[config.mk]
export PLATFORM = sky130hd
export DESIGN_NAME = fraction_reducer
export DESIGN_NICKNAME = d
export VERILOG_FILES = /design/src/hdl/frac_red_pkg.sv /design/src/hdl/fraction_reducer.sv /design/src/hdl/frac_red_dp.sv /design/src/hdl/frac_red_ctrl.sv
export SDC_FILE = /design/constraint.sdc
export NUM_CORES = 1
export LEC_CHECK = 0
export BUFFER_PORTS_ARGS = -buffer_cell sky130_fd_sc_hd__buf_2
export CELL_PAD_IN_SITES_DETAIL_PLACEMENT = 0
export CELL_PAD_IN_SITES_GLOBAL_PLACEMENT = 1
export CORE_MARGIN = 10
export CORE_UTILIZATION = 40
export DETAILED_ROUTE_END_ITERATION = 10
export GPL_TIMING_DRIVEN = 0
export HOLD_SLACK_MARGIN = 0.08
export PLACE_DENSITY = 0.71
export SETUP_SLACK_MARGIN = 0.5
export SLEW_MARGIN = 10
export SYNTH_ARGS = -nofsm -noshare
export SYNTH_HDL_FRONTEND = slang
export SYNTH_SLANG_ARGS = --single-unit
[constraint.sdc]
create_clock -name aclk -period 12 [get_ports aclk]
set_clock_uncertainty 0.15 [all_clocks]
set_input_delay 1.2 -clock aclk [delete_from_list [all_inputs] [get_ports aclk]]
set_output_delay 1.2 -clock aclk [all_outputs]
set_load 0.05 [all_outputs]
[src/hdl/frac_red_pkg.sv]
// Shared types and constants for the fraction reducer.
package frac_red_pkg;

    localparam int DataW   = 32;               // signed numerator/denominator width
    localparam int MagW    = DataW - 1;        // magnitude width after saturation
    localparam int CntW    = $clog2(MagW + 1); // step counter, can hold MagW itself
    localparam int TdataW  = ((DataW + DataW + 7) / 8) * 8;
    localparam int OutW    = ((DataW + MagW + 7) / 8) * 8;

    localparam logic [CntW-1:0] DivSteps = CntW'(MagW);

    // Controller to datapath commands.
    typedef struct packed {
        logic load;          // capture input magnitudes and sign
        logic gcd_step;      // one binary GCD step
        logic div_load_num;  // latch divisor, start dividing numerator
        logic div_load_den;  // start dividing denominator, keep divisor
        logic div_step;      // one restoring division step
        logic store_num;     // keep quotient as reduced numerator
        logic store_den;     // keep quotient as reduced denominator
        logic out_load;      // load the output register
    } frac_red_cmd_t;

    // Datapath to controller status.
    typedef struct packed {
        logic any_zero;      // numerator or denominator magnitude is zero
        logic gcd_done;      // both GCD operands odd and equal
        logic div_done;      // all division steps taken
        logic out_free;      // output register empty or draining this cycle
    } frac_red_stat_t;

endpackage

[src/hdl/fraction_reducer.sv]
// Top level of the fraction reducer: streaming ports around controller and datapath.
//
// Usage: present a signed fraction on the slave channel (s_tdata: numerator in
// bits 31:0, denominator in bits 63:32, both two's complement). One transaction
// on the master channel returns the fraction in lowest terms, with a
// non-negative denominator. A zero numerator or denominator passes through
// sign-normalized but unreduced; -2^31 is saturated to -(2^31-1).
// Sequence: one load, then the binary GCD (one step per cycle, until both
// operands are odd and equal), then two 31-step restoring divisions sharing
// one divider, then the write of the output register. Zero operands skip the
// GCD and the divisions. One fraction is in work at a time; s_tready is high
// only when the block is free, so a new fraction is accepted only after the
// previous one has been written to the output register.
// The result sits in an output register, so a new fraction is accepted while
// the previous result still waits; a stalled receiver stalls the block only
// when the next result is ready and the register is still full.
// Reset (aresetn low, synchronous) returns to idle and drops any pending result.
module fraction_reducer
    import frac_red_pkg::*;
(
    input  logic              aclk,
    input  logic              aresetn,
    input  logic              s_tvalid,
    output logic              s_tready,
    input  logic [TdataW-1:0] s_tdata,   // [31:0] numerator, [63:32] denominator
    output logic              m_tvalid,
    input  logic              m_tready,
    output logic [OutW-1:0]   m_tdata    // [31:0] reduced_numerator,
                                         // [62:32] reduced_denominator, [63] zero
);

    frac_red_cmd_t  cmd;
    frac_red_stat_t stat;

    // Sequence the work for one fraction at a time.
    frac_red_ctrl u_ctrl (
        .aclk     (aclk),
        .aresetn  (aresetn),
        .s_tvalid (s_tvalid),
        .s_tready (s_tready),
        .stat     (stat),
        .cmd      (cmd)
    );

    // Hold magnitudes, run GCD and divisions, drive the result register.
    frac_red_dp u_dp (
        .aclk     (aclk),
        .aresetn  (aresetn),
        .s_tdata  (s_tdata),
        .cmd      (cmd),
        .stat     (stat),
        .m_tvalid (m_tvalid),
        .m_tready (m_tready),
        .m_tdata  (m_tdata)
    );

endmodule

[src/hdl/frac_red_dp.sv]
// Datapath: sign handling, binary GCD, shared restoring divider, output register.
module frac_red_dp
    import frac_red_pkg::*;
(
    input  logic                aclk,
    input  logic                aresetn,
    input  logic [TdataW-1:0]   s_tdata,
    input  frac_red_cmd_t       cmd,
    output frac_red_stat_t      stat,
    output logic                m_tvalid,
    input  logic                m_tready,
    output logic [OutW-1:0]     m_tdata
);

    logic [DataW-1:0] in_num, in_den;
    logic [DataW-1:0] num_abs, den_abs;
    logic [MagW-1:0]  num_mag, den_mag;

    logic [MagW-1:0]  nmag_reg, dmag_reg;
    logic             neg_reg;
    logic [MagW-1:0]  a_reg, b_reg, a_next, b_next;
    logic [CntW-1:0]  k_reg, k_next;
    logic [MagW-1:0]  divisor_reg;
    logic [MagW-1:0]  rem_reg, rem_next;
    logic [MagW-1:0]  quo_reg, quo_next;
    logic [CntW-1:0]  div_cnt_reg;
    logic [MagW-1:0]  res_num_reg, res_den_reg;
    logic [DataW-1:0] out_num_reg;
    logic [MagW-1:0]  out_den_reg;
    logic             out_valid_reg;

    logic [DataW-1:0] trial, trial_diff;
    logic [DataW-1:0] res_num_ext;

    assign in_num  = s_tdata[DataW-1:0];
    assign in_den  = s_tdata[2*DataW-1:DataW];
    assign num_abs = in_num[DataW-1] ? (~in_num + DataW'(1)) : in_num;
    assign den_abs = in_den[DataW-1] ? (~in_den + DataW'(1)) : in_den;
    // Saturate the most negative value to the largest magnitude.
    assign num_mag = num_abs[DataW-1] ? {MagW{1'b1}} : num_abs[MagW-1:0];
    assign den_mag = den_abs[DataW-1] ? {MagW{1'b1}} : den_abs[MagW-1:0];

    // Binary GCD step.
    always_comb begin
        a_next = a_reg;
        b_next = b_reg;
        k_next = k_reg;
        if (!a_reg[0] && !b_reg[0]) begin
            a_next = a_reg >> 1;
            b_next = b_reg >> 1;
            k_next = k_reg + CntW'(1);
        end else if (!a_reg[0]) begin
            a_next = a_reg >> 1;
        end else if (!b_reg[0]) begin
            b_next = b_reg >> 1;
        end else if (a_reg > b_reg) begin
            a_next = (a_reg - b_reg) >> 1;
        end else begin
            b_next = (b_reg - a_reg) >> 1;
        end
    end

    // Restoring division step: shift one dividend bit into the remainder.
    always_comb begin
        trial      = {rem_reg, quo_reg[MagW-1]};
        trial_diff = trial - {1'b0, divisor_reg};
        if (!trial_diff[DataW-1]) begin
            rem_next = trial_diff[MagW-1:0];
            quo_next = {quo_reg[MagW-2:0], 1'b1};
        end else begin
            rem_next = trial[MagW-1:0];
            quo_next = {quo_reg[MagW-2:0], 1'b0};
        end
    end

    always_ff @(posedge aclk) begin
        if (cmd.load) begin
            nmag_reg    <= num_mag;
            dmag_reg    <= den_mag;
            neg_reg     <= in_num[DataW-1] ^ in_den[DataW-1];
            a_reg       <= num_mag;
            b_reg       <= den_mag;
            k_reg       <= '0;
            res_num_reg <= num_mag;
            res_den_reg <= den_mag;
        end else if (cmd.gcd_step) begin
            a_reg <= a_next;
            b_reg <= b_next;
            k_reg <= k_next;
        end
        if (cmd.div_load_num) begin
            divisor_reg <= MagW'(a_reg << k_reg);
            rem_reg     <= '0;
            quo_reg     <= nmag_reg;
            div_cnt_reg <= '0;
        end else if (cmd.div_load_den) begin
            rem_reg     <= '0;
            quo_reg     <= dmag_reg;
            div_cnt_reg <= '0;
        end else if (cmd.div_step) begin
            rem_reg     <= rem_next;
            quo_reg     <= quo_next;
            div_cnt_reg <= div_cnt_reg + CntW'(1);
        end
        if (cmd.store_num) begin
            res_num_reg <= quo_reg;
        end
        if (cmd.store_den) begin
            res_den_reg <= quo_reg;
        end
    end

    assign res_num_ext = {1'b0, res_num_reg};

    always_ff @(posedge aclk) begin
        if (cmd.out_load) begin
            out_num_reg <= (neg_reg && res_num_reg != '0) ? (DataW'(0) - res_num_ext)
                                                          : res_num_ext;
            out_den_reg <= res_den_reg;
        end
    end

    always_ff @(posedge aclk) begin
        if (!aresetn) begin
            out_valid_reg <= 1'b0;
        end else if (cmd.out_load) begin
            out_valid_reg <= 1'b1;
        end else if (m_tready) begin
            out_valid_reg <= 1'b0;
        end
    end

    assign stat.any_zero = (nmag_reg == '0) || (dmag_reg == '0);
    assign stat.gcd_done = a_reg[0] && b_reg[0] && (a_reg == b_reg);
    assign stat.div_done = (div_cnt_reg == DivSteps);
    assign stat.out_free = !out_valid_reg || m_tready;

    assign m_tvalid = out_valid_reg;
    assign m_tdata  = {{(OutW - DataW - MagW){1'b0}}, out_den_reg, out_num_reg};

    // The GCD divides both magnitudes exactly.
    a_exact_num: assert property (@(posedge aclk) disable iff (!aresetn)
        cmd.store_num |-> rem_reg == '0) else $error("numerator not divisible by gcd");
    a_exact_den: assert property (@(posedge aclk) disable iff (!aresetn)
        cmd.store_den |-> rem_reg == '0) else $error("denominator not divisible by gcd");
    a_gcd_nonzero: assert property (@(posedge aclk) disable iff (!aresetn)
        cmd.gcd_step |-> (a_reg != '0 && b_reg != '0)) else $error("gcd operand zero");
    a_div_bound: assert property (@(posedge aclk) disable iff (!aresetn)
        cmd.div_step |-> div_cnt_reg != DivSteps) else $error("division overran");

endmodule

[src/hdl/frac_red_ctrl.sv]
// Controller: sequences load, GCD, two divisions and the output write.
module frac_red_ctrl
    import frac_red_pkg::*;
(
    input  logic           aclk,
    input  logic           aresetn,
    input  logic           s_tvalid,
    output logic           s_tready,
    input  frac_red_stat_t stat,
    output frac_red_cmd_t  cmd
);

    localparam logic [2:0] ST_IDLE = 3'd0;
    localparam logic [2:0] ST_GCD  = 3'd1;
    localparam logic [2:0] ST_DIVN = 3'd2;
    localparam logic [2:0] ST_DIVD = 3'd3;
    localparam logic [2:0] ST_FIN  = 3'd4;

    logic [2:0] state_reg, state_next;

    always_comb begin
        state_next = state_reg;
        cmd        = '0;
        s_tready   = 1'b0;
        case (state_reg)
            ST_IDLE: begin
                s_tready = 1'b1;
                if (s_tvalid) begin
                    cmd.load   = 1'b1;
                    state_next = ST_GCD;
                end
            end
            ST_GCD: begin
                if (stat.any_zero) begin
                    state_next = ST_FIN;
                end else if (stat.gcd_done) begin
                    cmd.div_load_num = 1'b1;
                    state_next       = ST_DIVN;
                end else begin
                    cmd.gcd_step = 1'b1;
                end
            end
            ST_DIVN: begin
                if (stat.div_done) begin
                    cmd.store_num    = 1'b1;
                    cmd.div_load_den = 1'b1;
                    state_next       = ST_DIVD;
                end else begin
                    cmd.div_step = 1'b1;
                end
            end
            ST_DIVD: begin
                if (stat.div_done) begin
                    cmd.store_den = 1'b1;
                    state_next    = ST_FIN;
                end else begin
                    cmd.div_step = 1'b1;
                end
            end
            ST_FIN: begin
                if (stat.out_free) begin
                    cmd.out_load = 1'b1;
                    state_next   = ST_IDLE;
                end
            end
            default: begin
                state_next = ST_IDLE;
            end
        endcase
    end

    always_ff @(posedge aclk) begin
        if (!aresetn) begin
            state_reg <= ST_IDLE;
        end else begin
            state_reg <= state_next;
        end
    end

    a_out_free: assert property (@(posedge aclk) disable iff (!aresetn)
        cmd.out_load |-> stat.out_free) else $error("output overwritten");
    a_zero_skip: assert property (@(posedge aclk) disable iff (!aresetn)
        (state_reg == ST_GCD && stat.any_zero) |=> state_reg == ST_FIN)
        else $error("zero operand not bypassed");
    a_accept_gcd: assert property (@(posedge aclk) disable iff (!aresetn)
        (s_tvalid && s_tready) |=> state_reg == ST_GCD) else $error("load lost");

endmodule
# [Word level (Yosys, flattened, before mapping)]
# Cells that the tools add are included.
[totals] register_bits=357 input_bits=68 out_inout_bits=66 wordCells=121
[op_classes] addsub=8 magnitude_cmp=1 n_eq_ne=14 n_shift=1 n_mux=49 n_bitwise=3 n_reduce_logical=26
[ops] op="31-bit 2-to-1 mux" n=23
[ops] op="32-bit by 1-bit adder with 32-bit output (second input constant)" n=2
[ops] op="32-bit 2-to-1 mux" n=2
[ops] op="32-bit NOT" n=2
[ops] op="31-bit logical NOT" n=2
[ops] op="31-bit subtractor" n=2
[ops] op="1-bit by 31-bit subtractor with 32-bit output (first input constant)" n=1
[ops] op="32-bit by 31-bit subtractor with 32-bit output" n=1
[ops] op="31-bit equality test" n=1
[ops] op="31-bit greater-than comparator" n=1
[ops] op="31-bit nonzero test" n=1
[ops] op="31-bit by 5-bit << shifter with 31-bit output" n=1
[ops] op="3-bit 2-to-1 mux" n=6
[ops] op="1-bit 2-to-1 mux" n=15
[ops] op="3-bit one-hot mux with 5 select lines" n=1
[ops] op="4-bit inequality test (second input constant)" n=3
[ops] op="5-bit by 1-bit adder with 5-bit output (second input constant)" n=2
[ops] op="2-bit inequality test (second input constant)" n=4
[ops] op="2-bit nonzero test" n=4
[ops] op="3-bit by 2-bit equality test with 1-bit output (second input constant)" n=2
[ops] op="3-bit AND reduction" n=2
[ops] op="3-bit nonzero test" n=2
[ops] op="5-bit equality test (second input constant)" n=1
[ops] op="5-bit AND reduction" n=1
[ops] op="other kinds (11)" n=20

# [Longest topological paths before layout]
[depth] depth_word=7 depth_mapped=13 ltp_nobuf=11

# [Cells and area by module]
# From an unflattened synthesis, not the netlist that was laid out.
[hier_totals] cells_unflattened=2374 hier_area_um2=23239.8
[modules_own_cells] module="frac_red_dp" instances=1 cells_each=2339 area_per_inst_um2=22969.5 seq_area_each_um2=10209.8
[modules_own_cells] module="frac_red_ctrl" instances=1 cells_each=35 area_per_inst_um2=270.3 seq_area_each_um2=60.1

# [Least setup slack after synthesis]
# Ideal clock, no wire load.
[synth_timing] kind="reg-to-reg" startpoint="register u_dp.a_reg[25]" endpoint="register u_dp.b_reg[10], enable pin" setup_ps=463 t_arrival_ps=4567 required_ps=11387 path_slack_ps=6820 path_stages_with_launch=11 path_buffers=2 period_less_slack_ps=5180 cell_sequence="edfxtp_1 -> ha_1 -> clkbuf_1 -> inv_2 -> o21ai_0 -> a21oi_1 -> nor2_1 -> a2111oi_0 -> a211oi_2 -> buf_6 -> a21boi_0"
[synth_between] elab_chain_cells=7 elab_cells_between_ends=9 classes_between="order compare: 1; eq/ne: 2; mux: 3; reduce/logical: 3"
[synth_lines] item="start: declaration" line="frac_red_dp.sv:21" text="logic [MagW-1:0] a_reg, b_reg, a_next, b_next;"
[synth_lines] item="start signal: assignment" line="frac_red_dp.sv:81" text="a_reg <= num_mag;"
[synth_lines] item="start signal: assignment" line="frac_red_dp.sv:87" text="a_reg <= a_next;"
[synth_lines] item="branches (longest 6 deep; another with 31-bit greater-than comparator)"
[synth_lines] item="3-bit AND reduction (no line) (*)"
[synth_lines] item="end signal: assignment" line="frac_red_dp.sv:82" text="b_reg <= den_mag;"
[synth_lines] item="end signal: assignment" line="frac_red_dp.sv:88" text="b_reg <= b_next;"
[synth_lines] item="end: declaration" line="frac_red_dp.sv:21"
# Every way passes the cells marked *.
# A chain may end at the register's enable or synchronous reset.

# [Worst setup path after layout]
[layout_timing] startpoint="register u_dp.a_reg[12]" endpoint="register u_dp.quo_reg[22], enable pin"
[layout_between] elab_chain_cells=6
[layout_lines] item="31-bit equality test" line="frac_red_dp.sv:134" text="assign stat.gcd_done = a_reg[0] && b_reg[0] && (a_reg == b_reg);"
[layout_lines] item="1-bit logical AND" line="frac_red_dp.sv:134"
[layout_lines] item="1-bit 2-to-1 mux" line="frac_red_ctrl.sv:36" text="end else if (stat.gcd_done) begin"
[layout_lines] item="2-bit 2-to-1 mux" line="frac_red_ctrl.sv:34" text="if (stat.any_zero) begin"
[layout_lines] item="2-bit 2-to-1 mux" line="frac_red_ctrl.sv:25" text="case (state_reg)"
[layout_lines] item="3-bit nonzero test (no line)"
[layout_lines] item="end signal: assignment" line="frac_red_dp.sv:94" text="quo_reg <= nmag_reg;"
[layout_lines] item="end signal: assignment" line="frac_red_dp.sv:98" text="quo_reg <= dmag_reg;"
[layout_lines] item="end signal: assignment" line="frac_red_dp.sv:102" text="quo_reg <= quo_next;"
[layout_lines] item="end: declaration" line="frac_red_dp.sv:25" text="logic [MagW-1:0] quo_reg, quo_next;"
# Every way passes these cells.

==> metrics.md <==
| Metric | Value |
|---|---|
| Finished Layout Cells | `around 3500` |
| CTS tree | `built` |
| Critical path endpoint category | `flip-flop` |
| Crit-path cells | `ha_1 -> nand4_1 -> nor4_1 -> nand4_1 -> or4b_1 -> clkbuf_1 -> nand2_1 -> nor2_1 -> buf_2 -> inv_2` |
| Initial antenna violation count | `0` |
| Nets | `just under 3000` |
| Initial DRC count | `around 2300` |
| Leakage | `roughly 11 nW` |
| Reg-to-reg startpoint | `u_dp.a_reg[12]$_DFFE_PP_` |
| Number of synthesized flops with an enable pin | `roughly 310` |
| Synth warnings | `0` |
| Max FFs per register | `32` |
| Final hold vios | `0` |
| Dpl hpwl | `~69000 um` |
| Post_cts resized | `0` |
| Core Footprint | `slightly below 60000 um^2` |
| Avg Inst Size Synth | `9.301 um^2` |
| Maximum vdd drop | `~0.12 mV` |
| Hold Crit Depth | `0` |
| Slowest-stage cell, CP | `edfxtp_1` |
| Initial Util | `between 40% and 50%` |
| Max-slew violations | `0` |
| Cts bufs inserted | `42` |
| # hold bufs at CTS | `0` |
| Clock Sink Count | `about 360` |
| Post-synth top area share | `about two fifths` |
| Clock tree buffer depth | `3` |
| Largest cells by area after synthesis | `edfxtp_1, ha_1, a21oi_1` |
| Drt drc | `0` |
| Top-count cell post-synth | `edfxtp_1` |
| Die Footprint | `around 69000 um^2` |
| Drt pass-1 iters | `7` |
| Pwr per Cell Area | `approximately 170 nW/um^2` |
| MaxCap Viol Count | `0` |
| Flops & latches, synth | `357` |
| Post-Synthesis Cells | `2538` |
| Synth cell types | `91` |
| Setup TNS | `0 ns` |
| Wirelength per Cell | `25.03 um` |
| Detail Route Antenna Nets | `0` |
| Syn nets | `between 2000 and 3000` |
| Die width | `around 260 um` |
| Diode count | `0` |
| Number of setup buffers added after CTS | `0` |
| Largest net degree at the start of global routing | `64` |
| First-pass GRT wire length | `129300 um` |
| Min-Delay Endpoint | `u_dp.out_den_reg[2]$_DFFE_PP_` |
| Crit path kind | `reg -> reg` |
| Least-Margin Pin Slew | `between 1 and 1.5 ns` |
| Buf/Inv on CP | `3` |
| Top_reg_cell synth | `edfxtp_1` |
| Critical Path AT | `between 4 and 5 ns` |
| Ports | `134` |
| R2r worst-path depth | `10` |
| Max Fclk | `approximately 0.21 GHz` |
| Via density | `around 6.0` |
| Reg-to-reg endpoint | `u_dp.quo_reg[22]$_DFFE_PP_` |
| Worst-skew pair later-pin latency | `0.59 ns` |
| Input/output buffers | `130` |
| Worst-path fanout max | `31` |
| H-tree depth | `2` |
| Tcrit/Tclk final | `roughly two fifths` |
| RSZ-0062 raised after global routing | `no` |
| Async SR Flop Fraction | `0%` |
| Seq/Total Area, Yosys | `a little over two fifths` |
| Hold path start | `u_dp.res_den_reg[2]$_DFFE_PP_` |
| Hold Crit Class | `reg -> reg` |
| Status | `finished, final reports clean` |
| Largest area contributor in the netlist | `edfxtp_1` |
| Vias in the first global route | `~20000` |
| CP required | `about 12 ns` |
| DIE HEIGHT | `between 200 and 300 um` |
| Via count | `around 21000` |
| Minimum clock period | `roughly 4.7 ns` |
| Critical path's most frequent cell | `nand4_1` |
| Synth top cells by count | `edfxtp_1, nor2_1, nand2_1, a21oi_1, inv_1` |
| CTS Root Cell | `clkbuf_16` |
| Slowest stage delay, CP | `0.62 ns` |
| CP startpoint kind | `flip-flop` |
| Max-Slew Margin vs Limit | `between 10% and 20%` |
| Clock Pin Slew Worst Setup and Hold Paths | `0.06 ns` |
| Placed cell count | `around 3400` |
| Global Route Usage Sum | `about a quarter` |
| Total Routed Length | `between 80000 and 90000 um` |
| Final Wtd Congestion | `a little under 1` |
| Layout overhead on the synthesized area | `13.81%` |
| Remaining global-route overflow | `0` |
| Layout cells sized above 1 | `a little over a tenth` |
| Cell family with most CP delay | `simple AND/OR/NAND/NOR gates` |
| Final setup violation count | `0` |
| R2R Setup Slk | `7.29 ns` |
| Core Rows | `between 80 and 90` |
| Netlist Area Pre-Place | `around 24000 um^2` |
-- report_power, final --
group	leakage, nW	switching (mW)	internal (mW)
Sequential	3.30	0.125	1.49
Combinational	6.71	1.08	0.562
Clock	0.710	0.569	0.833
Total	10.7	1.77	2.89
-- routing by layer --
layer	track usage [%]	share of wire (%)
met2	37.00	43
met5	0	0
met4	8.660	3.6
met1	33.74	44
met3	4.520	9.3
-- cell families after synthesis --
logic type,after synthesis,share of synthesized area (%)
other,1,0.01589
buffers and inverters,305,5.237
multiplexers,99,5.078
flip-flops,357,43.51
adder cells (fa/ha/maj),104,5.608
AO/OA/AOI/OAI,690,18.58
XOR/XNOR,150,5.566
AND/OR/NAND/NOR,832,16.41
-- how the worst max path moves through the flow --
stage / startpoint / end / slack (ns) / cells after the start
final: u_dp.a_reg[12]$_DFFE_PP_ / u_dp.quo_reg[22]$_DFFE_PP_ / 7.29 / 10
after floorplan: u_dp.a_reg[25]$_DFFE_PP_ / u_dp.b_reg[10]$_DFFE_PP_ / 6.82 / 10
after CTS: u_dp.a_reg[25]$_DFFE_PP_ / u_dp.quo_reg[19]$_DFFE_PP_ / 6.96 / 11
after global routing: u_dp.a_reg[25]$_DFFE_PP_ / u_dp.quo_reg[27]$_DFFE_PP_ / 7.10 / 11
after detailed placement: u_dp.a_reg[25]$_DFFE_PP_ / u_dp.quo_reg[19]$_DFFE_PP_ / 6.99 / 11
after global placement: u_dp.a_reg[25]$_DFFE_PP_ / u_dp.b_reg[13]$_DFFE_PP_ / 4.18 / 10
-- worst register-to-register path, stage by stage (launching register included) --
cell      delay, ns
edfxtp_1       0.62
ha_1           0.48
nand4_1        0.33
nor4_1         0.40
nand4_1        0.26
or4b_1         0.55
clkbuf_1       0.24
nand2_1        0.22
nor2_1         0.20
buf_2          0.28
inv_2          0.58
-- layout by cell type (no fill, tap or decap), drive strengths merged, types with 53 or more instances in the layout --
master,instances
a21oi,221
a31oi,53
buf,184
clkbuf,143
edfxtp,312
ha,101
inv,159
mux2i,80
nand2,255
nand3,75
nor2,286
o21ai,138
xnor2,95
xor2,55
-- metrics by stage --
| stage | power [mW] | worst slack (ns) | area [um^2] | hold WS, ns | util [%] |
|---|---|---|---|---|---|
| global route | 4.843 | 7.101 | 26870 | 0.2731 | 46.30 |
| floorplan | 2.652 | 6.820 | 23610 | 0.2503 | - |
| CTS | 4.627 | 6.958 | 26860 | 0.2577 | 46.30 |
| detailed placement | 3.227 | 6.986 | 25370 | 0.2545 | 43.71 |
| global placement | 3.219 | 4.183 | 25210 | 0.2551 | 43.45 |
| finish | 4.661 | 7.290 | 26870 | 0.2676 | 46.30 |
-- area by class of cell --
type                            instances  area, um^2
Tap cell                              765       957.2
Multi-Input combinational cell       1876       12140
Inverter                              159       598.1
Clock buffer                           47        1122
Timing Repair Buffer                  135       763.2
Clock inverter                         28       375.4
Fill cell                            5522       31160
Buffer                                146       641.9
Sequential cell                       357       10270
Power figures use the tool's default switching activity.
